<file path="src/rtl/core/tomq_pkg.sv">
// Shared types and constants of the tilt orientation and motion qualifier.
// No dependencies; every other file but the assertion macro header imports it.
package tomq_pkg;

    localparam int TRIG_W   = 15;
    localparam int STABLE_W = 16;
    localparam int MOTION_W = 18;
    localparam int CFG_ADDR_W = 8;
    localparam int CFG_DATA_W = 32;

    localparam logic [CFG_ADDR_W-1:0] REG_UPRIGHT_INVERT   = 8'd0;
    localparam logic [CFG_ADDR_W-1:0] REG_TRIGGER_LEVEL    = 8'd1;
    localparam logic [CFG_ADDR_W-1:0] REG_STABLE_TIME      = 8'd2;
    localparam logic [CFG_ADDR_W-1:0] REG_MOTION_THRESHOLD = 8'd3;

    localparam logic [TRIG_W-1:0]   TRIGGER_LEVEL_RST    = 15'd500;
    localparam logic [STABLE_W-1:0] STABLE_TIME_RST      = 16'd500;
    localparam logic [MOTION_W-1:0] MOTION_THRESHOLD_RST = 18'd100;

    typedef logic [1:0] t_rotation;

    localparam t_rotation ROT_0   = 2'd0;
    localparam t_rotation ROT_90  = 2'd1;
    localparam t_rotation ROT_180 = 2'd2;
    localparam t_rotation ROT_270 = 2'd3;

    typedef struct packed {
        logic                upright_invert;
        logic [TRIG_W-1:0]   trigger_level;
        logic [STABLE_W-1:0] stable_time;
        logic [MOTION_W-1:0] motion_threshold;
    } t_cfg;

endpackage

</file>
<file path="src/rtl/core/tomq_orient.sv">
// Rotation classifier with debounce: candidate, stable timer, shown rotation.
// Depends on tomq_pkg.
module tomq_orient import tomq_pkg::*; #(
    parameter int SAMPLE_BITS = 16,
    parameter int TIME_BITS   = 32
) (
    input  logic                          i_clk,
    input  logic                          i_rst_n,
    input  logic                          i_update,
    input  logic signed [SAMPLE_BITS-1:0] i_x,
    input  logic signed [SAMPLE_BITS-1:0] i_y,
    input  logic [TIME_BITS-1:0]          i_now,
    input  t_cfg                          i_cfg,
    output t_rotation                     o_rotation,
    output logic                          o_changed
);
    localparam int UW = SAMPLE_BITS + 1;
    localparam int CW = (UW > TRIG_W) ? UW : TRIG_W;

    t_rotation            r_shown;
    logic                 r_pending_valid;
    t_rotation            r_pending_rot;
    logic [TIME_BITS-1:0] r_pending_since;

    t_rotation            n_shown;
    logic                 n_pending_valid;
    t_rotation            n_pending_rot;
    logic [TIME_BITS-1:0] n_pending_since;

    logic signed [UW-1:0] w_x_ext;
    logic signed [UW-1:0] w_u;
    logic [UW-1:0]        w_au;
    logic [UW-1:0]        w_ay;
    logic [UW-1:0]        w_dom;
    logic                 w_triggered;
    t_rotation            w_cand;
    logic [TIME_BITS-1:0] w_elapsed;

    // One extra bit keeps the negation of the most negative sample exact.
    assign w_x_ext = {i_x[SAMPLE_BITS-1], i_x};
    assign w_u     = i_cfg.upright_invert ? -w_x_ext : w_x_ext;
    assign w_au    = w_u[UW-1] ? UW'(-w_u) : UW'(w_u);
    assign w_ay    = i_y[SAMPLE_BITS-1] ? UW'(-{i_y[SAMPLE_BITS-1], i_y})
                                        : UW'({i_y[SAMPLE_BITS-1], i_y});
    assign w_dom   = (w_au > w_ay) ? w_au : w_ay;
    assign w_triggered = CW'(w_dom) >= CW'(i_cfg.trigger_level);
    assign w_elapsed   = i_now - r_pending_since;

    always_comb begin
        if (w_au >= w_ay) begin
            w_cand = w_u[UW-1] ? ROT_180 : ROT_0;
        end else begin
            w_cand = (i_y[SAMPLE_BITS-1] || (i_y == '0)) ? ROT_270 : ROT_90;
        end
    end

    always_comb begin
        n_shown         = r_shown;
        n_pending_valid = r_pending_valid;
        n_pending_rot   = r_pending_rot;
        n_pending_since = r_pending_since;
        o_changed       = 1'b0;
        if (!w_triggered) begin
            n_pending_valid = 1'b0;
        end else if (!r_pending_valid || (w_cand != r_pending_rot)) begin
            n_pending_valid = 1'b1;
            n_pending_rot   = w_cand;
            n_pending_since = i_now;
        end else if ((w_cand != r_shown) &&
                     (w_elapsed >= TIME_BITS'(i_cfg.stable_time))) begin
            n_shown   = w_cand;
            o_changed = 1'b1;
        end
        o_rotation = n_shown;
    end

    always_ff @(posedge i_clk) begin
        if (!i_rst_n) begin
            r_shown         <= ROT_0;
            r_pending_valid <= 1'b0;
        end else if (i_update) begin
            r_shown         <= n_shown;
            r_pending_valid <= n_pending_valid;
        end
    end

    always_ff @(posedge i_clk) begin
        if (i_update) begin
            r_pending_rot   <= n_pending_rot;
            r_pending_since <= n_pending_since;
        end
    end

endmodule

</file>
<file path="config.mk">
export PLATFORM = sky130hd
export DESIGN_NAME = tomq_orient
export DESIGN_NICKNAME = d
export VERILOG_FILES = /design/src/rtl/core/tomq_pkg.sv /design/src/rtl/core/tomq_orient.sv
export SDC_FILE = /design/constraint.sdc
export NUM_CORES = 1
export LEC_CHECK = 0
export ABC_AREA = 1
export BUFFER_PORTS_ARGS = -buffer_cell sky130_fd_sc_hd__buf_2
export CORE_MARGIN = 2
export CORE_UTILIZATION = 50
export DETAILED_ROUTE_END_ITERATION = 7
export GPL_TIMING_DRIVEN = 0
export HOLD_SLACK_MARGIN = 0.15
export MAX_ROUTING_LAYER = met4
export PLACE_DENSITY = 0.75
export SLEW_MARGIN = 40
export SYNTH_ARGS = -nofsm -noshare
export SYNTH_HDL_FRONTEND = slang
export SYNTH_SLANG_ARGS = --single-unit
export TNS_END_PERCENT = 30
</file>
<file path="constraint.sdc">
create_clock -name i_clk -period 8.8 [get_ports i_clk]
set_input_delay 1.76 -clock i_clk [delete_from_list [all_inputs] [get_ports i_clk]]
set_output_delay 1.76 -clock i_clk [all_outputs]
set_load 0.02 [all_outputs]
</file>
# ---- Word level (Yosys, flattened, before mapping)
# Index checks and enable logic that the tools add are counted.
dict set report word_totals {
  ff_bits 37
  latch_bits 0
  ramBits 0
  mem_bits_ro 0
  inputBits 117
  output_inout_bits 3
  wordCells 37
  mem_count 0
}
dict set report op_classes {
  add_sub_neg 4
  multipliers 0
  div 0
  magnitude_cmp 4
  eq_ne 3
  shifts 0
  muxes 15
  bitwise 0
  reduce_logical 7
}
# op n
set op_table {}
lappend op_table {{two-way mux 17 bit} 4}
lappend op_table {{negator 17 bit} 2}
lappend op_table {{>= comparator 32 x 16 -> 1 bit} 1}
lappend op_table {{subtractor 32 bit} 1}
lappend op_table {{>= comparator 17 x 15 -> 1 bit} 1}
lappend op_table {{>= comparator 17 bit} 1}
lappend op_table {{> comparator 17 bit} 1}
lappend op_table {{negator 16 -> 17 bit} 1}
lappend op_table {{logical NOT 16 bit} 1}
lappend op_table {{two-way mux 2 bit} 6}
lappend op_table {{two-way mux 1 bit} 5}
lappend op_table {{inequality test 2 bit} 2}
lappend op_table {{AND reduction 3 bit} 1}
lappend op_table {{logical OR 1 bit} 2}
lappend op_table {{inequality test 2 x 1 -> 1 bit, second input constant} 1}
lappend op_table {{AND reduction 2 bit} 1}
lappend op_table {{logical AND 1 bit} 1}
lappend op_table {{logical NOT 1 bit} 1}

# ---- Longest topological paths before layout
dict set report depth {
  word_depth 11
  ltp_mapped 42
  depth_no_buf 41
}

# ---- Least setup slack after synthesis
# No wires, ideal clock.
dict set report synth_timing {
  path_type {input port to output port}
  start {input port i_x[1]}
  end {output port o_rotation[0]}
  arrival_ns 6.092
  required_time_ns 7.040
  slack_ns 0.948
  path_stages 36
  n_path_buf 1
  path_cell_list {inv_2 > ha_1 > inv_2 > nor2_4 > nand2_4 > nand3_1 > nand2_1 > nor3_2 > nand3_1 > or3_1 > nand2_1 > xor2_1 > inv_1 > ha_1 > nand2_1 > nor3_2 > nand4_1 > nand3_1 > nand2_1 > inv_1 > clkbuf_1 > o21ai_0 > ha_1 > nand2_1 > nor2_1 > nand3_1 > nand4_1 > nand2_1 > o211ai_1 > a21o_1 > nor2_1 > nand2_2 > inv_2 > nor2_4 > nand2_2 > nand2_1}
}
dict set report synth_between {
  elab_chain_len 11
  word_cells_on_any_way 17
  cone_classes {add/sub: 2; order compare: 3; eq/ne: 2; mux: 8; reduce/logical: 2}
}
# item line
set synth_rtl {}
lappend synth_rtl {{start: declaration} tomq_orient.sv:10} ;# input logic signed [SAMPLE_BITS-1:0] i_x,
lappend synth_rtl {{negator 16 -> 17 bit} tomq_orient.sv:41} ;# assign w_u = i_cfg.upright_invert ? -w_x_ext : w_x_ext;
lappend synth_rtl {{two-way mux 17 bit (*)} tomq_orient.sv:41}
lappend synth_rtl {{branches (longest 8 deep; another with negator 17 bit)} -}
lappend synth_rtl {{two-way mux 2 bit (*)} tomq_orient.sv:63} ;# if (!w_triggered) begin
lappend synth_rtl {{end: declaration} tomq_orient.sv:14} ;# output t_rotation o_rotation,
# Every way passes the cells marked *.

# ---- Worst setup path in the final report
dict set report layout_timing {
  start {input port i_x[0]}
  end {output port o_rotation[0]}
}
# Same word-level chain as after synthesis.

==> load_flow_metrics.sql <==
INSERT INTO impl_metrics (metric_group, metric, value, unit) VALUES
('status', 'run_status', 'completed', ''),
('yosys', 'yosysUniqueCellTypes', '41', ''),
('setup_path', 'worst-path-stages', '36', ''),
('setup_path', 'slowest_delay', '0.35', 'ns'),
('power', 'power_frac_seq', '0.209', ''),
('power', 'total_power', '0.00110', 'W'),
('placed_design', 'detailedPlace.worstSlack', '-0.0152', 'ns'),
('worst_hold_path', 'hold_path_cell_cnt', '2', ''),
('setup_path', 'critical_path_launch_point_type', 'input pin', ''),
('setup_path', 'reg2reg_depth', '19', ''),
('routing', 'route.vias.total', '6840', ''),
('yosys', 'synthesis.instances', '1135', ''),
('routing', 'routed_wirelength', '16.2', 'mm'),
('clock_tree', 'cts_htree_levels', '2', ''),
('clock_tree', 'clk-insertion-delay-late', '0.29', 'ns'),
('layout', 'layout.cells.most_common_list', '383 x nand2_1, 240 x inv_1, 103 x buf_2', ''),
('clock_tree', 'tritoncts', 'built', ''),
('yosys', 'synth_flop_cell', 'edfxtp_1', ''),
('setup_path', 'crit_path_end_kind', 'output port', ''),
('yosys', 'ys_warn_count', '0', ''),
('placed_design', 'place_hpwl', '14.1', 'mm'),
('placed_design', 'routabilityCongestion', '0.996', ''),
('setup_path', 'cp_top_family', 'simple AND/OR/NAND/NOR gates', ''),
('power', 'switching_fraction_of_total_power', '0.436', ''),
('worst_hold_path', 'hold_path_startpoint', 'r_pending_valid', ''),
('floorplanning', 'io-pin-count', '120', ''),
('yosys', 'synth_area_per_cell', '5.85', 'µm²'),
('power', 'power_frac_clock', '0.214', ''),
('timing', 'setup_viol_count_final', '0', ''),
('routing', 'drt-wirelength-per-cell', '11.4', 'µm'),
('floorplanning', 'dieHeight', '119', 'µm'),
('routing', 'route.antenna.remaining_nets', '0', ''),
('routing', 'drt_drc_violations_left', '0', ''),
('power', 'internal-power', '0.000622', 'W'),
('layout', 'post_route_cells_drive_above_1_share', '0.145', ''),
('placed_design', 'dp_cells', '1414', ''),
('yosys', 'post-synth-top-area-cell', 'nand2_1', ''),
('layout', 'layout.cells.non_filler', '1425', ''),
('setup_path', 'cp_common_cell', 'nand2_1', ''),
('timing', 'tcrit_tclk_final', '0.950', ''),
('worst_hold_path', 'hold_path_end', 'r_pending_valid', ''),
('floorplanning', 'die_w', '119', 'µm'),
('timing', 'finalClockSkew', '0.00240', 'ns'),
('setup_path', 'worst-endpoint-arrival', '6.60', 'ns'),
('timing', 'worstMarginPinSlew', '0.518', 'ns'),
('timing', 'setup_ws', '0.443', 'ns'),
('setup_path', 'ff2ff_setup_slack', '5.23', 'ns'),
('grt', 'number_of_antenna_violations_at_the_first_check_in_global_routing', '0', ''),
('routing', 'met3_wirelength', '734', 'µm'),
('clock_tree', 'numClockSinks', '37', ''),
('clock_tree', 'cts-root-buf', 'clkbuf_16', ''),
('routing', 'wl_met2', '7.16', 'mm'),
('clock_tree', 'ctsLongestPathBuffers', '2', ''),
('grt', 'largest_net_degree_at_the_start_of_global_routing', '20', ''),
('yosys', 'synth.cell_area', '6640', 'µm²'),
('layout', 'syn_to_final_growth', '15.9', '%'),
('timing', 'timing_hold_violations_final', '0', ''),
('layout', 'count_of_nets_after_finishing', '1447', ''),
('power', 'power.ir.vdd_worst', '96.5', 'µV'),
('routing', 'route.layer.met1.wl', '8.08', 'mm'),
('worst_hold_path', 'min-delay-path-class', 'reg2reg', ''),
('floorplanning', 'fp.dieArea', '14200', 'µm²'),
('clock_tree', 'cts-buffers-inserted', '5', ''),
('layout', 'final_core_utilization', '0.588', ''),
('yosys', 'synth_async_sr_flop_share', '0', ''),
('yosys', 'synth_edf_count', '34', ''),
('layout', 'final_common_cell', 'nand2_1', ''),
('setup_path', 'buffering_stage_count_on_the_worst_path_with_inverters_included', '7', ''),
('layout', 'insertedDiodeCount', '0', ''),
('yosys', 'mapped_nets', '1334', ''),
('routing', 'topRoutingLayerUsed', 'met4', '');
-- worst max-delay path by stage --
| stage | to | slack [ns] |
|---|---|---|
| floorplan | o_rotation[0] | 0.95 |
| global placement | r_pending_since[9] | -0.60 |
| detailed placement | o_rotation[1] | -0.02 |
| CTS | o_rotation[1] | 0.07 |
| global route | o_rotation[0] | -0.008 |
| finish | o_rotation[0] | 0.44 |
-- Yosys cell counts, drive strengths merged, types with 8 or more instances --
library cell  instances
nand4                23
xor2                 38
nand2               399
inv                 251
nor2                103
a21oi                40
nand3b                8
o21ai                39
ha                   81
nor3                 16
edfxtp               34
nand3                64
-- repair_timing --
action,4_1_cts,5_1_grt
buffers inserted,0,3
pin swaps,0,9
hold buffers,0,0
gates resized for setup,2,32
endpoints found under the setup margin,2,3
-- layout make-up --
| type | count | area (µm²) |
|---|---|---|
| clock inverter | 3 | 65.1 |
| fill | 1365 | 5390 |
| multi-input combinational | 839 | 4640 |
| clock buffer | 5 | 125 |
| tap | 176 | 220 |
| inverter | 251 | 942 |
| timing repair buffer | 106 | 573 |
| sequential | 37 | 1080 |
| buffer | 8 | 48.8 |
-- cell families (layout without fill, tap and decap cells) --
kind of cell / after synthesis / after routing / share of synthesized area
flops: 37 / 37 / 0.163
xor+xnor: 44 / 44 / 0.0592
simple gates: 623 / 623 / 0.401
fa+ha+maj: 82 / 82 / 0.156
compound gates: 88 / 88 / 0.0727
buf+inv: 259 / 373 / 0.148
other cells: 2 / 2 / 0.00113
-- worst register-to-register path: cells and delay by family, from the launching register on --
family / cells / cell delay [ns]
and+or+nand+nor: 12 / 1.44
adders and majority gates: 3 / 0.90
AOI/OAI and AO/OA: 1 / 0.49
DFF: 1 / 0.32
xor gates and xnor gates: 1 / 0.20
buffers and inverters: 2 / 0.13
-- per-stage QoR --
step / hold WS (ns) / TNS [ns]
final: 0.480 / 0
after global routing: 0.509 / -0.00816
after CTS: 0.484 / 0
after detailed placement: 0.460 / -0.0292
after global placement: 0.466 / -20.38
after floorplan: 0.442 / 0
-- layer usage --
layer,GRT usage,vias to the layer above
met5,-,-
met4,0.0484,0
met3,0.0278,25
met2,0.391,151
met1,0.323,2906
li1,-,3758
-- state kept, by name, indices dropped and copies added, names as in the netlist --
signal,flops
r_pending_since,32
r_pending_valid,1
r_shown,2
r_pending_rot,2
-- power by group through the flow --
| stage | Combinational [W] | Sequential (W) | Clock, W |
|---|---|---|---|
| after CTS | 0.000625 | 0.000231 | 0.000240 |
| final | 0.000636 | 0.000230 | 0.000235 |
| after global routing | 0.000736 | 0.000232 | 0.000245 |
| after global placement | 0.000599 | 0.000236 | 0 |
| after detailed placement | 0.000621 | 0.000234 | 0 |
| after floorplan | 0.000456 | 0.000234 | 0 |
No activity file was read; power rests on OpenSTA's default activity.
