**src/rtl/core/tomq_pkg.sv**
```systemverilog
// Shared types and constants of the tilt orientation and motion qualifier.
// No dependencies; every other file but the assertion macro header imports it.
package tomq_pkg;

    localparam int TRIG_W   = 15;
    localparam int STABLE_W = 16;
    localparam int MOTION_W = 18;
    localparam int CFG_ADDR_W = 8;
    localparam int CFG_DATA_W = 32;

    localparam logic [CFG_ADDR_W-1:0] REG_UPRIGHT_INVERT   = 8'd0;
    localparam logic [CFG_ADDR_W-1:0] REG_TRIGGER_LEVEL    = 8'd1;
    localparam logic [CFG_ADDR_W-1:0] REG_STABLE_TIME      = 8'd2;
    localparam logic [CFG_ADDR_W-1:0] REG_MOTION_THRESHOLD = 8'd3;

    localparam logic [TRIG_W-1:0]   TRIGGER_LEVEL_RST    = 15'd500;
    localparam logic [STABLE_W-1:0] STABLE_TIME_RST      = 16'd500;
    localparam logic [MOTION_W-1:0] MOTION_THRESHOLD_RST = 18'd100;

    typedef logic [1:0] t_rotation;

    localparam t_rotation ROT_0   = 2'd0;
    localparam t_rotation ROT_90  = 2'd1;
    localparam t_rotation ROT_180 = 2'd2;
    localparam t_rotation ROT_270 = 2'd3;

    typedef struct packed {
        logic                upright_invert;
        logic [TRIG_W-1:0]   trigger_level;
        logic [STABLE_W-1:0] stable_time;
        logic [MOTION_W-1:0] motion_threshold;
    } t_cfg;

endpackage

```
**src/rtl/core/tomq_motion.sv**
```systemverilog
// Motion detector: summed absolute axis change against the wake threshold.
// Depends on tomq_pkg.
module tomq_motion import tomq_pkg::*; #(
    parameter int SAMPLE_BITS = 16
) (
    input  logic                          i_clk,
    input  logic                          i_rst_n,
    input  logic                          i_update,
    input  logic signed [SAMPLE_BITS-1:0] i_x,
    input  logic signed [SAMPLE_BITS-1:0] i_y,
    input  logic signed [SAMPLE_BITS-1:0] i_z,
    input  logic                          i_asleep,
    input  t_cfg                          i_cfg,
    output logic                          o_wake
);
    localparam int DW = SAMPLE_BITS + 1;
    localparam int SW = (SAMPLE_BITS + 3 > MOTION_W) ? SAMPLE_BITS + 3 : MOTION_W;

    logic                          r_prior_valid;
    logic signed [SAMPLE_BITS-1:0] r_prior_x;
    logic signed [SAMPLE_BITS-1:0] r_prior_y;
    logic signed [SAMPLE_BITS-1:0] r_prior_z;

    logic signed [DW-1:0] w_dx;
    logic signed [DW-1:0] w_dy;
    logic signed [DW-1:0] w_dz;
    logic [DW-1:0]        w_ax;
    logic [DW-1:0]        w_ay;
    logic [DW-1:0]        w_az;
    logic [SW-1:0]        w_sum;

    assign w_dx = {i_x[SAMPLE_BITS-1], i_x} - {r_prior_x[SAMPLE_BITS-1], r_prior_x};
    assign w_dy = {i_y[SAMPLE_BITS-1], i_y} - {r_prior_y[SAMPLE_BITS-1], r_prior_y};
    assign w_dz = {i_z[SAMPLE_BITS-1], i_z} - {r_prior_z[SAMPLE_BITS-1], r_prior_z};
    assign w_ax = w_dx[DW-1] ? DW'(-w_dx) : DW'(w_dx);
    assign w_ay = w_dy[DW-1] ? DW'(-w_dy) : DW'(w_dy);
    assign w_az = w_dz[DW-1] ? DW'(-w_dz) : DW'(w_dz);
    assign w_sum = SW'(w_ax) + SW'(w_ay) + SW'(w_az);

    // The first sample after reset only fills the prior-sample store.
    assign o_wake = r_prior_valid && i_asleep && (w_sum >= SW'(i_cfg.motion_threshold));

    always_ff @(posedge i_clk) begin
        if (!i_rst_n) begin
            r_prior_valid <= 1'b0;
        end else if (i_update) begin
            r_prior_valid <= 1'b1;
        end
    end

    always_ff @(posedge i_clk) begin
        if (i_update) begin
            r_prior_x <= i_x;
            r_prior_y <= i_y;
            r_prior_z <= i_z;
        end
    end

endmodule

```
**config.mk**
```make
export PLATFORM = sky130hd
export DESIGN_NAME = tomq_motion
export DESIGN_NICKNAME = d
export VERILOG_FILES = /design/src/rtl/core/tomq_pkg.sv /design/src/rtl/core/tomq_motion.sv
export SDC_FILE = /design/constraint.sdc
export NUM_CORES = 1
export LEC_CHECK = 0
export BUFFER_PORTS_ARGS = -buffer_cell sky130_fd_sc_hd__buf_2
export CORE_UTILIZATION = 30
export CTS_BUF_LIST = sky130_fd_sc_hd__clkbuf_8
export CTS_CLUSTER_DIAMETER = 40
export CTS_CLUSTER_SIZE = 30
export DETAILED_ROUTE_END_ITERATION = 8
export HOLD_SLACK_MARGIN = 0.05
export PLACE_DENSITY_LB_ADDON = 0.1
export SYNTH_ARGS = -nofsm -noshare
export SYNTH_HDL_FRONTEND = slang
export SYNTH_SLANG_ARGS = --single-unit
```
**constraint.sdc**
```tcl
create_clock -name i_clk -period 9.95 [get_ports i_clk]
set_input_delay 0.995 -clock i_clk [delete_from_list [all_inputs] [get_ports i_clk]]
set_output_delay 0.995 -clock i_clk [all_outputs]
set_load 0.005 [all_outputs]
```
# [After elaboration in Yosys (flattened, before gate mapping)]
# Index checks and enable logic that the tools add are counted.
[classes] n_addsub=8 order_cmp=1 mux=3 reduce_logical=2
[ops] cell="17-bit 2-to-1 mux" count=3
[ops] cell="17-bit negation" count=3
[ops] cell="16-bit by 16-bit subtractor with 17-bit output" count=3
[ops] cell="18-bit by 17-bit adder with 19-bit output" count=1
[ops] cell="19-bit by 18-bit greater-or-equal comparator with 1-bit output" count=1
[ops] cell="17-bit by 17-bit adder with 18-bit output" count=1
[ops] cell="1-bit logical AND" count=2
[totals] ff_bits=49 input_bits=102

# [Logic depth before layout (Yosys ltp)]
# Gate-level depths: netlist (run 1).
[depth] word_depth=7 mapped_depth=31 mapped_depth_nobuf=30

# [Least setup slack after synthesis (run 1)]
# OpenSTA, ideal clock, no wires.
[synth_timing] kind="input to output" startpoint="in i_z[0]" endpoint="out o_wake" arrival_ps=7002 path_slack_ps=1953 path_stages=29 path_buffers=1 path_cell_list="inv_1 > ha_1 > inv_1 > fa_1 > a211oi_1 > o21ai_1 > a211oi_1 > o31ai_1 > o21ba_2 > o22ai_1 > clkbuf_8 > o21ai_0 > fa_1 > ha_1 > fa_1 > a21o_1 > a21o_1 > a21oi_1 > o21ai_0 > a211o_1 > a31o_2 > a21oi_1 > xnor2_1 > ha_1 > nand4_1 > a2111oi_0 > a2111oi_0 > o21ai_0 > o211a_1"
[synth_between] elab_chain_cells=6
[synth_rtl] element="start, declared" line_no="tomq_motion.sv:11" source="input logic signed [SAMPLE_BITS-1:0] i_z,"
[synth_rtl] element="16-bit by 16-bit subtractor with 17-bit output *" line_no="tomq_motion.sv:34" source="assign w_dz = {i_z[SAMPLE_BITS-1], i_z} - {r_prior_z[SAMPLE_BITS-1], r_prior_z};"
[synth_rtl] element="17-bit negation" line_no="tomq_motion.sv:37" source="assign w_az = w_dz[DW-1] ? DW'(-w_dz) : DW'(w_dz);"
[synth_rtl] element="17-bit 2-to-1 mux *" line_no="tomq_motion.sv:37"
[synth_rtl] element="18-bit by 17-bit adder with 19-bit output *" line_no="tomq_motion.sv:38" source="assign w_sum = SW'(w_ax) + SW'(w_ay) + SW'(w_az);"
[synth_rtl] element="19-bit by 18-bit greater-or-equal comparator with 1-bit output *" line_no="tomq_motion.sv:41" source="assign o_wake = r_prior_valid && i_asleep && (w_sum >= SW'(i_cfg.motion_threshold));"
[synth_rtl] element="1-bit logical AND *" line_no="tomq_motion.sv:41"
[synth_rtl] element="end, declared" line_no="tomq_motion.sv:14" source="output logic o_wake"
# Every way passes the cells marked *; elsewhere a longest branch is shown, timed or not.

# [Final worst setup path (run 1)]
[layout_timing] startpoint="in i_x[0]" endpoint="out o_wake"
[layout_between] elab_chain_cells=7
[layout_rtl] element="start, declared" line_no="tomq_motion.sv:9" source="input logic signed [SAMPLE_BITS-1:0] i_x,"
[layout_rtl] element="16-bit by 16-bit subtractor with 17-bit output *" line_no="tomq_motion.sv:32" source="assign w_dx = {i_x[SAMPLE_BITS-1], i_x} - {r_prior_x[SAMPLE_BITS-1], r_prior_x};"
[layout_rtl] element="17-bit negation" line_no="tomq_motion.sv:35" source="assign w_ax = w_dx[DW-1] ? DW'(-w_dx) : DW'(w_dx);"
[layout_rtl] element="17-bit 2-to-1 mux *" line_no="tomq_motion.sv:35"
[layout_rtl] element="17-bit by 17-bit adder with 18-bit output *" line_no="tomq_motion.sv:38"
[layout_rtl] element="18-bit by 17-bit adder with 19-bit output *" line_no="tomq_motion.sv:38"
[layout_rtl] element="19-bit by 18-bit greater-or-equal comparator with 1-bit output *" line_no="tomq_motion.sv:41"
[layout_rtl] element="1-bit logical AND *" line_no="tomq_motion.sv:41"
# Marked as above.

==> out/qor.yml, run 1 <==
sta:
  rsz0062_at_grt: "no"
  worst_slew_pin_slew_ns: 1.093
  finalMaxSlewViolations: 0
  finalHoldViolations: 0
  post-route-period-util: 0.9245
  slew_headroom: 0.2620
  finalWorstSetupSlack_ns: 0.7508
  setup_viol: 0
  min_period_ns: 9.199
  final.setup_skew_ns: 0
  tns_ns: 0
  max_freq_mhz: 108.7
global_routing:
  grt_overflow: 0
  antenna_found_initial: 0
  grt_first_pass_wirelength_um: 25880
  grt.total_usage: 0.1424
  grt_max_degree: 50
  grt_pass1_vias: 5250
synth:
  synth_top_family_by_area: "adder cells"
  yosysSeqAreaShare: 0.2182
  synth_seq_cells: 49
  syn_area_um2: 6698
  ys_types: 72
  synth_edf_count: 48
  synth.largest_area_cell: "edfxtp_1"
  synthesis.nets: 985
  yosysWarningCount: 0
  yosys_most_used_dff: "edfxtp_1"
  synth_compound_area_frac: 0.2115
  synth_top_area_share: 0.2152
  netlist_top_cells_area: "edfxtp_1, ha_1, inv_1"
  syn_inst: 777
  synth_mux_area_frac: 0.004483
  synthAdderAreaFrac: 0.2216
  synth_area_per_cell_um2: 8.620
  synth-simple-area-share: 0.1562
  synthXorXnorAreaFrac: 0.1125
  synth-async-reset-ratio: 0
die:
  rows: 54
  die-height_um: 151.4
  ioPinCount: 103
  die_area_um2: 22930
  die_x_um: 151.4
  core-area_um2: 21820
  start_util: 0.3069
power:
  vdd_drop_max_uv: 156.1
  total_power_mw: 2.225
  leakage_nw: 3.426
  cellPowerDensity_nw_per_um2: 298.8
clock_tree:
  numCtsBuffers: 5
  path_clk_slew_ns: 0.10
  cts_resized: 0
  insertion_delay_ns: 0.32
  root_buffer: "clkbuf_8"
  cts_tree: "built"
  clkSinkCount: 49
  ctsHtreeMaxLevel: 2
  clockBufferDepth: 2
  cts_hold_buf: 0
  cts_setup_buffers: 0
placed_design:
  routabilityCongestion: 0.7640
  dp_hpwl_um: 12990
  port_buffers: 70
  pre_cts_slack_ns: 0.8414
layout:
  final_common_cell: "inv_1"
  seq_area_um2: 1461
  n_fill_cell: 2337
  area_growth_syn_to_layout_pct: 11.19
  num_antenna_cells: 0
  drive_gt1_frac: 0.1201
  fin_nets: 1056
  multi_input_area_um2: 4730
  final_util: 0.3412
  layout_common_cells: "inv_1, ha_1, buf_2"
critical_path:
  critPathKind: "in2out"
  critPathSlowestCell: "a2111oi_0"
  crit_fanout: 15
  path_buf_inv: 3
  endpoint_kind: "output pin"
  critPathMaxStageDelay_ns: 0.54
  cp-start-kind: "input port"
  path_delay_family: "compound AO/OA/AOI/OAI gates"
  cp.required_ns: 8.96
  arrival_ns: 8.20
route:
  vias: 5474
  wl_um: 15550
  wl_per_cell_um: 13.77
  viasPerCell: 4.849
  drc_errors: 0
  ant_nets: 0
  drt_iter0_markers: 203
  dr.pass1.iters: 4
worst_hold_path:
  hold_class: "reg2reg"
job:
  max_cap_violations: 0
outcome:
  outcome: "finished clean"
[report_power, final]
group	switching, mW	internal (mW)	total (mW)	leakage, nW
clock network	0.0811	0.0482	0.129	0.0491
logic	1.02	0.824	1.85	2.90
registers	0.00418	0.244	0.248	0.478
[through the flow]
step / cells / hold WS (ns) / cell area, µm²
after floorplan: 777 / 0.4404 / 6698
after global placement: 1121 / 0.4729 / 7365
after detailed placement: 1121 / 0.4720 / 7365
after CTS: 1129 / 0.4981 / 7447
after global routing: 1129 / 0.5088 / 7447
final: 1129 / 0.4918 / 7447
[layout make-up]
type / instances / area share
Multi-Input combinational cell: 599 / 0.6351
Clock inverter: 3 / 0.001848
Timing Repair Buffer: 73 / 0.05007
Clock buffer: 5 / 0.009241
Tap cell: 280 / 0.04704
Inverter: 120 / 0.06048
Sequential cell: 49 / 0.1962
[state kept, by name, summed over array words and instances (netlist names)]
signal,flops
r_prior_valid,1
r_prior_x,16
r_prior_y,16
r_prior_z,16
[Yosys cell counts (6+ instances only)]
library cell  number
nor2b_1            9
nand3_1           17
or3_1              7
and3_1             8
nor3_1            19
fa_1              21
nor4_1             6
a211o_1            7
edfxtp_1          48
ha_1              85
a21o_1            18
inv_1            120
a211oi_1           9
nor2_1            37
o21ai_0           46
a21oi_1           40
nand4_1           10
xnor2_1           42
o21a_1             7
nand2_1           51
o31ai_1           12
xor2_1            44
nand2b_1          10
[cell families after synthesis]
logic type,after synthesis
buffers and inverters,129
XOR/XNOR,86
multiplexers,3
adder cells (fa/ha/maj),106
AO/OA/AOI/OAI,203
AND/OR/NAND/NOR,201
flip-flops,49
[per-layer routing]
| layer | share of wire | routed length, µm | global-route usage | vias up |
|---|---|---|---|---|
| li1 | - | - | - | 2923 |
| met1 | 0.52 | 8108 | 0.2021 | 2497 |
| met2 | 0.45 | 6987 | 0.2306 | 49 |
| met3 | 0.022 | 338 | 0.01687 | 5 |
| met4 | 0.0075 | 116 | 0.02700 | 0 |
| met5 | 0 | 0 | 0 | - |
[worst paths after layout]
kind / startpoint / endpoint / slack (ns) / cells past startpoint
max: i_x[0] / o_wake / 0.75 / 29
min: r_prior_valid$_SDFFE_PN0P_ / r_prior_valid$_SDFFE_PN0P_ / 0.49 / 1
max reg2reg: r_prior_valid$_SDFFE_PN0P_ / r_prior_valid$_SDFFE_PN0P_ / 9.35 / 1
min reg2reg: r_prior_valid$_SDFFE_PN0P_ / r_prior_valid$_SDFFE_PN0P_ / 0.49 / 1
Power figures use the tool's default switching activity.
==> run 2, diff against run 1 <==
- CELL_PAD_IN_SITES_DETAIL_PLACEMENT: unset -> 0
- CELL_PAD_IN_SITES_GLOBAL_PLACEMENT: unset -> 1
==> out/qor.yml, run 2 (synthesized netlist as in run 1, its figures left out) <==
sta:
  max_freq_mhz: 110.8
  finalHoldViolations: 0
  finalMaxSlewViolations: 0
  slew_headroom: 0.3100
  rsz0062_at_grt: "no"
  tns_ns: 0
  post-route-period-util: 0.9072
  worst_slew_pin_slew_ns: 1.022
  finalWorstSetupSlack_ns: 0.9237
  setup_viol: 0
  final.setup_skew_ns: 0
  min_period_ns: 9.026
route:
  wl_um: 15790
  ant_nets: 0
  drt_iter0_markers: 182
  wl_per_cell_um: 13.99
  vias: 5586
  dr.pass1.iters: 5
  viasPerCell: 4.948
  drc_errors: 0
die:
  die-height_um: 151.4
  ioPinCount: 103
  start_util: 0.3069
  rows: 54
  die_area_um2: 22930
  core-area_um2: 21820
  die_x_um: 151.4
clock_tree:
  cts_tree: "built"
  clkSinkCount: 49
  ctsHtreeMaxLevel: 2
  path_clk_slew_ns: 0.10
  clockBufferDepth: 2
  cts_hold_buf: 0
  cts_resized: 0
  insertion_delay_ns: 0.32
  root_buffer: "clkbuf_8"
  cts_setup_buffers: 0
  numCtsBuffers: 5
power:
  cellPowerDensity_nw_per_um2: 301.6
  leakage_nw: 3.436
  total_power_mw: 2.255
  vdd_drop_max_uv: 166.0
layout:
  final_util: 0.3426
  seq_area_um2: 1461
  n_fill_cell: 2283
  instances_no_fill: 1129
  area_growth_syn_to_layout_pct: 11.62
  num_antenna_cells: 0
  final_common_cell: "inv_1"
  multi_input_area_um2: 4730
  fin_nets: 1057
  drive_gt1_frac: 0.1213
  top_regs: "r_prior_x x16, r_prior_y x16, r_prior_z x16"
  layout_common_cells: "inv_1, ha_1, buf_2"
outcome:
  outcome: "finished clean"
placed_design:
  dp.cells: 1122
  port_buffers: 70
  pre_cts_slack_ns: 0.8917
  routabilityCongestion: 0.8437
  dp_hpwl_um: 13350
global_routing:
  grt_pass1_vias: 5489
  grt_first_pass_wirelength_um: 26320
  grt.total_usage: 0.1451
  antenna_found_initial: 0
  grt_overflow: 0
  grt_max_degree: 50
critical_path:
  critPathSlowestCell: "fa_1"
  r2r_slack_ns: 9.36
  critPathMaxStageDelay_ns: 0.51
  endpoint_kind: "output pin"
  cp.required_ns: 8.96
  cp-start-kind: "input port"
  arrival_ns: 8.03
  crit_fanout: 6
  critPathKind: "in2out"
job:
  max_cap_violations: 0
worst_hold_path:
  hold_class: "reg2reg"
==> run 2: final timing paths <==
| kind | from | to | depth (start not counted) |
|---|---|---|---|
| setup / recovery | i_z[0] | o_wake | 30 |
| hold reg to reg | r_prior_valid$_SDFFE_PN0P_ | r_prior_valid$_SDFFE_PN0P_ | 1 |
| setup reg to reg | r_prior_valid$_SDFFE_PN0P_ | r_prior_valid$_SDFFE_PN0P_ | 1 |
| hold / removal | r_prior_valid$_SDFFE_PN0P_ | r_prior_valid$_SDFFE_PN0P_ | 1 |
==> run 2: through the flow <==
step | cell area (µm²) | hold WS, ns
floorplan | 6698 | 0.4404
detailed placement | 7372 | 0.4611
global route | 7476 | 0.4972
global placement | 7372 | 0.4537
finish | 7476 | 0.4787
CTS | 7476 | 0.4862
==> run 2: layout make-up <==
type | instances | area share
Clock buffer | 5 | 0.009205
Clock inverter | 2 | 0.004686
Inverter | 120 | 0.06025
Multi-Input combinational cell | 599 | 0.6326
Sequential cell | 49 | 0.1955
Tap cell | 280 | 0.04686
Timing Repair Buffer | 74 | 0.05088
==> run 2: routing by layer <==
| metal | wire [µm] | track usage |
|---|---|---|
| met1 | 7894 | 0.1955 |
| met2 | 7303 | 0.2432 |
| met3 | 407 | 0.02018 |
| met4 | 188 | 0.03300 |
| met5 | 0 | 0 |
==> run 2: power breakdown <==
group / total [mW] / internal (mW) / switching [mW]
clock: 0.151 / 0.0734 / 0.0773
combinational: 1.86 / 0.827 / 1.03
sequential: 0.248 / 0.244 / 0.00409
total: 2.25 / 1.14 / 1.11
==> run 2: critical path: cells and delay by family <==
kind / cells / cell delay (ns)
fa+ha+maj: 6 / 2.03
xor+xnor: 1 / 0.09
simple gates: 1 / 0.14
buf+inv: 4 / 0.31
compound gates: 18 / 4.47
==> run 3, diff against run 2 <==
- ABC_AREA: unset -> 1
- SETUP_SLACK_MARGIN: unset -> 0.5
==> out/qor.yml, run 3 <==
outcome:
  outcome: "finished clean"
clock_tree:
  cts_tree: "built"
  path_clk_slew_ns: 0.12
  cts_setup_buffers: 0
  root_buffer: "clkbuf_8"
  insertion_delay_ns: 0.35
  cts_resized: 0
  clockBufferDepth: 2
  ctsHtreeMaxLevel: 2
  cts_hold_buf: 0
  clkSinkCount: 49
  numCtsBuffers: 5
synth:
  synth.largest_area_cell: "edfxtp_1"
  synth_seq_cells: 49
  syn_inst: 1152
  synth_top_area_share: 0.1921
  yosysWarningCount: 0
  netlist_top_cells_area: "edfxtp_1, nand2_1, ha_1"
  ys_types: 38
  synth-async-reset-ratio: 0
  syn_area_um2: 7505
  synth_edf_count: 48
  yosys_most_used_dff: "edfxtp_1"
  synth_common_cells: "nand2_1, inv_1, ha_1"
  synth_area_per_cell_um2: 6.514
  synthesis.nets: 1360
  yosysMostFrequentCell: "nand2_1"
  yosysSeqAreaShare: 0.1947
route:
  vias: 6651
  wl_per_cell_um: 12.04
  dr.pass1.iters: 4
  viasPerCell: 4.285
  drt_iter0_markers: 270
  ant_nets: 0
  drc_errors: 0
  wl_um: 18690
critical_path:
  crit_start: "i_z[0]"
  cp-start-kind: "input port"
  endpoint_kind: "output pin"
  cpMostUsedCell: "nand2_2"
  arrival_ns: 6.39
  critPathKind: "in2out"
  rr_startpoint: "r_prior_valid$_SDFFE_PN0P_"
  crit_fanout: 15
  cp.required_ns: 8.96
  critPathSlowestCell: "o21ai_0"
  critPathMaxStageDelay_ns: 0.62
layout:
  final_common_cell: "nand2_1"
  area_growth_syn_to_layout_pct: 10.87
  design_area_um2: 8320
  num_antenna_cells: 0
  layout_common_cells: "nand2_1, inv_1, ha_1"
  top_regs: "r_prior_x x16, r_prior_y x16, r_prior_z x16"
  fin_nets: 1435
  drive_gt1_frac: 0.1107
  n_fill_cell: 2793
sta:
  finalHoldViolations: 0
  setup_viol: 0
  post-route-period-util: 0.7423
  rsz0062_at_grt: "no"
  final.setup_skew_ns: 0
  min_period_ns: 7.385
  finalMaxSlewViolations: 0
  max_freq_mhz: 135.4
  tns_ns: 0
  worst_slew_pin_slew_ns: 0.7273
  slew_headroom: 0.5100
job:
  max_cap_violations: 0
placed_design:
  routabilityCongestion: 0.7915
  dp_hpwl_um: 15980
  port_buffers: 70
  placed_area_um2: 8230
worst_hold_path:
  hp-start: "r_prior_valid$_SDFFE_PN0P_"
  hold_class: "reg2reg"
power:
  leakage_nw: 4.766
  cellPowerDensity_nw_per_um2: 288.4
  total_power_mw: 2.399
  vdd_drop_max_uv: 202.6
global_routing:
  grt_pass1_vias: 6532
  grt_max_degree: 50
  grt_overflow: 0
  grt.total_usage: 0.1538
  grt_first_pass_wirelength_um: 31790
  antenna_found_initial: 0
die:
  die_x_um: 160.2
  die_area_um2: 25650
  rows: 57
  start_util: 0.3068
  core-area_um2: 24460
  die-height_um: 160.2
  ioPinCount: 103
run 3: final timing paths:
path | depth (start not counted) | to | slack [ns]
worst min-delay path | 1 | r_prior_valid$_SDFFE_PN0P_ | 0.48
worst max register to register | 1 | r_prior_valid$_SDFFE_PN0P_ | 9.36
worst min register to register | 1 | r_prior_valid$_SDFFE_PN0P_ | 0.48
worst max-delay path | 34 | o_wake | 2.56
run 3: metrics by stage:
stage | hold slack, ns | cells | worst slack, ns | util
after global placement | 0.4518 | 1544 | 2.582 | 0.3365
after global routing | 0.5245 | 1552 | 1.949 | 0.3401
after CTS | 0.4881 | 1552 | 2.552 | 0.3401
final | 0.4849 | 1552 | 2.565 | 0.3401
after floorplan | 0.4402 | 1152 | 3.535 | -
after detailed placement | 0.4579 | 1544 | 2.562 | 0.3365
run 3: cell families after synthesis:
logic type / after synthesis / synth area share
buf+inv: 274 / 0.1405
xor+xnor: 53 / 0.06185
fa+ha+maj: 106 / 0.1977
flops: 49 / 0.1947
simple gates: 582 / 0.3384
compound gates: 88 / 0.06669
run 3: layout make-up:
type | count | area, µm² | area share
Inverter | 271 | 1017 | 0.1223
Sequential cell | 49 | 1461 | 0.1756
Tap cell | 324 | 405.4 | 0.04872
Multi-Input combinational cell | 829 | 4989 | 0.5995
Clock inverter | 3 | 21.27 | 0.002556
Timing Repair Buffer | 71 | 357.8 | 0.04301
Clock buffer | 5 | 68.82 | 0.008271
run 3: layer usage:
layer | wire, µm | global-route usage | vias up
met5 | 0 | 0 | -
met4 | 138 | 0.02857 | 0
li1 | - | - | 3726
met1 | 10360 | 0.2287 | 2847
met3 | 499 | 0.01922 | 7
met2 | 7687 | 0.2370 | 71
run 3: power by group:
part,leakage [nW],switching [mW],internal [mW]
Clock,0.0462,0.0927,0.0506
Sequential,0.478,0.00412,0.244
Combinational,4.24,1.23,0.777
Total,4.77,1.33,1.07
run 3: worst max-delay path: cells and delay by family:
family                   cells  cell delay, ns
adder cells (fa/ha/maj)      6            2.07
XOR/XNOR                     1            0.22
AO/OA/AOI/OAI                3            0.96
buffers and inverters        5            0.40
AND/OR/NAND/NOR             19            1.74
